## src/rtl/forth_stack_execution_unit_macros.svh

```systemverilog
// assertion helpers shared by the rtl
`ifndef FORTH_STACK_EXECUTION_UNIT_MACROS_SVH
`define FORTH_STACK_EXECUTION_UNIT_MACROS_SVH

// same-cycle implication, checked outside reset
`define FSX_ASSERT_NOW(lbl, pre, prop, msg) \
   lbl: assert property (@(posedge clock) disable iff (reset) (pre) |-> (prop)) \
      else $error(msg);

// next-cycle implication, checked outside reset
`define FSX_ASSERT_NEXT(lbl, pre, prop, msg) \
   lbl: assert property (@(posedge clock) disable iff (reset) (pre) |=> (prop)) \
      else $error(msg);

`endif

```

## src/rtl/fsx_pkg.sv

```systemverilog
`default_nettype none
package fsx_pkg;

   localparam int STACK_CELLS = 1024;
   localparam int CELL_BYTES  = 8;
   localparam int ADDR_W      = $clog2(STACK_CELLS);
   localparam int CNT_W       = 11;
   localparam int CELL_W      = 64;

   typedef enum logic [5:0] {
      OP_DROP = 6'd0, OP_SWAP, OP_DUP, OP_OVER, OP_ROT, OP_NROT, OP_2DROP, OP_2DUP,
      OP_2SWAP, OP_QDUP, OP_INC, OP_DEC, OP_CELLP, OP_CELLM, OP_ADD, OP_SUB, OP_MUL,
      OP_DIVMOD, OP_EQ, OP_NE, OP_LT, OP_GT, OP_LE, OP_GE, OP_ZEQ, OP_ZNE, OP_ZLT,
      OP_ZGT, OP_ZLE, OP_ZGE, OP_AND, OP_OR, OP_XOR, OP_INVERT, OP_LIT, OP_TOR,
      OP_RFROM, OP_RDROP
   } op_type;

   typedef enum logic [1:0] {
      ST_OK    = 2'd0,
      ST_UNDER = 2'd1,
      ST_OVER  = 2'd2,
      ST_DIVZ  = 2'd3
   } status_type;

   // request to the shared adder
   typedef struct packed {
      logic [CELL_W:0] a;
      logic [CELL_W:0] b;
      logic            sub;
   } add_req_type;

   // cells an op needs on the data stack
   function automatic logic [2:0] need_of(logic [5:0] op);
      logic [2:0] n;
      case (op) inside
         OP_DROP, OP_DUP, OP_QDUP, [OP_INC:OP_CELLM], [OP_ZEQ:OP_ZGE], OP_INVERT,
         OP_TOR:
            n = 3'd1;
         OP_SWAP, OP_OVER, OP_2DROP, OP_2DUP, [OP_ADD:OP_GE], [OP_AND:OP_XOR]:
            n = 3'd2;
         OP_ROT, OP_NROT:
            n = 3'd3;
         OP_2SWAP:
            n = 3'd4;
         default:
            n = 3'd0;
      endcase
      return n;
   endfunction

   // change of data stack depth
   function automatic logic signed [2:0] grow_of(logic [5:0] op);
      logic signed [2:0] g;
      case (op) inside
         OP_DROP, OP_ADD, OP_SUB, OP_MUL, [OP_EQ:OP_GE], [OP_AND:OP_XOR], OP_TOR:
            g = -3'sd1;
         OP_DUP, OP_OVER, OP_QDUP, OP_LIT, OP_RFROM:
            g = 3'sd1;
         OP_2DUP:
            g = 3'sd2;
         OP_2DROP:
            g = -3'sd2;
         default:
            g = 3'sd0;
      endcase
      return g;
   endfunction

endpackage
`default_nettype wire

```

## src/rtl/fsx_alu.sv

```systemverilog
`default_nettype none
module fsx_alu
   import fsx_pkg::*;
(
   input  wire add_req_type       req,
   output logic [CELL_W+1:0]      sum
);

   // bit CELL_W+1 is the carry out; on subtract it means no borrow
   assign sum = {1'b0, req.a} + {1'b0, (req.sub ? ~req.b : req.b)}
              + {{(CELL_W+1){1'b0}}, req.sub};

endmodule
`default_nettype wire

```

## config.mk

```make
export PLATFORM = sky130hd
export DESIGN_NAME = fsx_alu
export DESIGN_NICKNAME = d
export VERILOG_FILES = /design/src/rtl/forth_stack_execution_unit_macros.svh /design/src/rtl/fsx_pkg.sv /design/src/rtl/fsx_alu.sv
export SDC_FILE = /design/constraint.sdc
export NUM_CORES = 1
export LEC_CHECK = 0
export ABC_AREA = 1
export BUFFER_PORTS_ARGS = -buffer_cell sky130_fd_sc_hd__buf_4
export CAP_MARGIN = 10
export CORE_ASPECT_RATIO = 1.5
export CORE_UTILIZATION = 30
export DETAILED_ROUTE_END_ITERATION = 7
export GPL_TIMING_DRIVEN = 0
export PLACE_DENSITY = 0.51
export RECOVER_POWER = 100
export SLEW_MARGIN = 20
export SYNTH_ARGS = -nofsm -noshare
export SYNTH_HDL_FRONTEND = slang
export SYNTH_SLANG_ARGS = --single-unit
```

## constraint.sdc

```tcl
create_clock -name vclk -period 2.4
set_input_delay 0 -clock vclk [all_inputs]
set_output_delay 0 -clock vclk [all_outputs]
set_load 0.03 [all_outputs]
```

; ---- After elaboration in Yosys (flattened, before gate mapping)
; Cells that the tools add are included.
[op_classes]
addsub = 2
multipliers = 0
div_mod_pow = 0
n_lt_le_gt_ge = 0
eq_ne = 0
shifts = 0
muxes = 1
bitwise_logic = 1
reduce_logical = 0
[ops]
columns = op, n
row1 = adder 65 x 65 -> 66 bit, 1
row2 = adder 66 x 1 -> 66 bit, 1
row3 = 2-to-1 mux 65 bit, 1
row4 = NOT 65 bit, 1
[word_totals]
reg_bits = 0
latch_bits = 0
mem_bits_rw = 0
mem_bits_ro = 0
in_bits = 131
output_inout_bits = 66
word_cells = 4
mem_count = 0

; ---- Depth between registers and ports, before layout
[depth]
ltp_word = 4
ltp_mapped = 18
ltp_nobuf = 16

; ---- Worst setup path after synthesis
; No wires, ideal clock.
[synth_path]
path_type = input port to output port
from = input port req[0] in the netlist's numbering
to = output port sum[38]
arrival_time_ns = 2.122
t_required_ns = 2.400
slack_ns = 0.278
stages = 13
path_buffers = 2
cell_sequence = buf_2 -> buf_2 -> xor2_1 -> ha_1 -> nand2_2 -> inv_1 -> a21oi_2 -> inv_2 -> a21oi_1 -> nand3_2 -> nand2_1 -> nand2_1 -> xor2_1
[synth_between]
elab_chain_cells = 3
[synth_rtl]
columns = item, line
row1 = from (decl), fsx_alu.sv:5  ; input wire add_req_type req,
row2 = 2-to-1 mux 65 bit, fsx_alu.sv:10  ; assign sum = {1'b0, req.a} + {1'b0, (req.sub ? ~req.b : req.b)}
row3 = adder 65 x 65 -> 66 bit, fsx_alu.sv:10
row4 = adder 66 x 1 -> 66 bit (*), fsx_alu.sv:11  ; + {{(CELL_W+1){1'b0}}, req.sub};
row5 = to (decl), fsx_alu.sv:6  ; output logic [CELL_W+1:0] sum
; Mark *: on every way between the ends. The rest lies on a longest branch, timed or not.

; ---- Worst setup path after layout
[layout_path]
from = input port req[0] in the netlist's numbering
to = output port sum[58]
; Same word-level chain as after synthesis.

==> impl_metrics.tcl <==
set metrics [dict create \
    outcome "complete, no violations" \
    die_w_um 119 \
    period_share_pct 93.4 \
    crit_type "primary input to output pin" \
    design.seq.count 0 \
    ctsHoldBuffers 0 \
    synth_nets 1410 \
    drc_errors 0 \
    worst_pin_slew_ns 0.400 \
    initial_utilization_pct 30.8 \
    register_area_um2 0 \
    yosysWarnings 0 \
    ys_types 27 \
    layout.cells.non_filler 1670 \
    drt-vias-per-instance 4.57 \
    port_buffers 197 \
    cpMostUsedCell "nand2_1" \
    path_buf_inv 4 \
    syn_avg_cell_area_um2 5.06 \
    startpoint "req[0]" \
    critical_path.slowest_cell "ha_1" \
    area_growth_pct 33.1 \
    drive_above_1_share_pct 23.7 \
    cp-start-kind "primary input" \
    first_pass_iters 5 \
    fmax_mhz 446 \
    min_period_ns 2.24 \
    synth_cells 1214 \
    maxCapViolations 0 \
    synth_top_family_by_area "simple AND/OR/NAND/NOR gates" \
    rows 63 \
    grt_pass1_vias 7592 \
    setup_viol 0 \
    slew_headroom_pct 73.0 \
    endpoint_kind "output pin" \
    synth-simple-area-share_pct 46.1 \
    crit_path_end "sum[58]" \
    hpwl_mm 24.6 \
    overflow 0 \
    top_level_ports 197 \
    hold_violations 0 \
    yosysSeqAreaShare_pct 0 \
    post_drt_wl_per_cell_um 16.0 \
    ant_nets 0 \
    routed_wl_mm 26.8 \
    gp_congestion 0.902 \
    place_inst 1671 \
    grt_antenna_before_repair 0 \
    grt_usage_pct 24.9 \
    drt-initial-drc-count 224 \
    fin_nets 1608 \
    core_um2 19900 \
    crit_required_ns 2.40 \
    p_per_area_nw_per_um2 463 \
    synth-compound-area-share_pct 11.4 \
    diodes 0 \
    synth_top_area_share_pct 27.9 \
    hp-class "primary input to output pin" \
    leakage_nw 4.67 \
    grt_pass1_wl_mm 39.8 \
    dieArea_um2 21000 \
    cp_top_family "simple AND/OR/NAND/NOR gates" \
    die_y_um 177 \
    crit_cells 15 \
    finalMaxSlewViolations 0 \
    vias 7629 \
    critPathArrivalTime_ns 2.24 \
    crit_path_cell_trace "buf_8 > buf_12 > xor2_1 > ha_1 > nand2_1 > nor2_1 > inv_1 > nor2_1 > nand2_1 > nor3_1 > nand2_1 > nand2_1 > nand2_1 > nand2_1 > buf_4" \
    yosys.area_share.adder_pct 13.4 \
    ir_worst_vdd_v 0.000222 \
    grt_max_degree 12 \
    post_cts_buffers 0 \
    setup_tns_ns 0 \
    synth_area_leader_cell "nand2_1" \
    path_max_fanout 11 \
    synthTopCellsByArea "nand2_1 28%, xor2_1 14%, ha_1 13%, inv_1 12%, a21oi_1 6.8%" \
    netlist_area_um2 6140 \
    cpPeakStageDelay_ns 0.45 \
    synth-xor-area-share_pct 14.0 \
    synth_mux_area_share_pct 0 \
    nClkBuffers 0 \
]
[per-layer routing]
metal | part of all wire, % | wire [µm] | vias up | track usage, %
li1 | - | - | 4082 | -
met1 | 38 | 10100 | 3260 | 25.2
met2 | 54 | 14300 | 246 | 51.4
met3 | 4.4 | 1190 | 41 | 2.13
met4 | 4.4 | 1170 | 0 | 9.76
met5 | 0 | 0 | - | 0
[synthesized netlist by cell type (2+ instances only)]
cell type	n
xor2_1	98
nor3_1	13
nand3_2	3
clkinv_1	6
o21ai_1	7
o21ai_0	25
nor2_2	25
nor2_1	93
inv_2	34
nand4_1	2
inv_1	198
buf_2	7
nor2_4	6
a21oi_2	2
nand2_1	456
o21bai_1	11
o21a_1	2
nand2_2	23
nor3_2	2
and2_1	2
ha_1	64
a21oi_1	83
nand3_1	48
[worst min path at each step]
stage	start	to	slack, ns	depth (start not counted)
after floorplan	req[66]	sum[0]	0.22	2
after global placement	req[66]	sum[0]	0.33	4
after detailed placement	req[66]	sum[0]	0.34	4
after CTS	req[66]	sum[0]	0.34	4
after global routing	req[67]	sum[1]	0.42	3
final	req[67]	sum[1]	0.40	3
[final cells by class]
| class | instances | area, µm² |
|---|---|---|
| well taps | 260 | 325 |
| multi-input cells | 969 | 5390 |
| plain buffers | 6 | 100 |
| inverters | 238 | 893 |
| repair buffers | 197 | 1460 |
| fillers | 2348 | 11800 |
[through the flow]
step                setup slack, ns  util [%]  hold slack [ns]  instance area (µm²)  power, W
finish                        0.157      41.0            0.405                 8170   0.00378
global route                -0.0254      41.0            0.416                 8170   0.00410
CTS                        0.000457      40.1            0.343                 8000   0.00378
detailed placement           -0.477      39.8            0.343                 7940   0.00375
global placement             -0.492      39.8            0.333                 7940   0.00374
floorplan                     0.278         -            0.223                 6140   0.00238
[where the power goes]
group          switching (W)  internal (W)  leakage [nW]
clock                      0             0             0
combinational        0.00247       0.00131          4.67
sequential                 0             0             0
total                0.00247       0.00131          4.67
[placed cells by master, fill, tap and decap left out, drive strengths merged]
master  Yosys  final
xor2       98     98
ha         64     64
nor3       15     15
o21ai      32     32
o21bai     11     11
and2        2      2
o31ai       1      1
buf         7    196
nor2      124    124
nand3      51     51
nand3b      1      1
o21a        2      2
inv       232    232
nor4        1      1
a21oi      85     85
nand2     479    479
clkbuf      0      7
nand4       2      2
fa          1      1
clkinv      6      6
[cell families (layout without fill, tap and decap cells)]
logic type	Yosys count	after routing
xor gates and xnor gates	98	98
buffers and inverters	245	441
and+or+nand+nor	675	675
adders and majority gates	65	65
AOI/OAI and AO/OA	131	131
[what timing repair did]
action,in CTS,in global routing
setup endpoints to repair,55,42
resized for setup,21,46
gates cloned,0,0
[worst min-delay path, cell delays in order]
cell   delay [ns]
buf_4        0.10
fa_1         0.16
buf_4        0.15
Note: power is estimated with default switching activity, not from simulation.
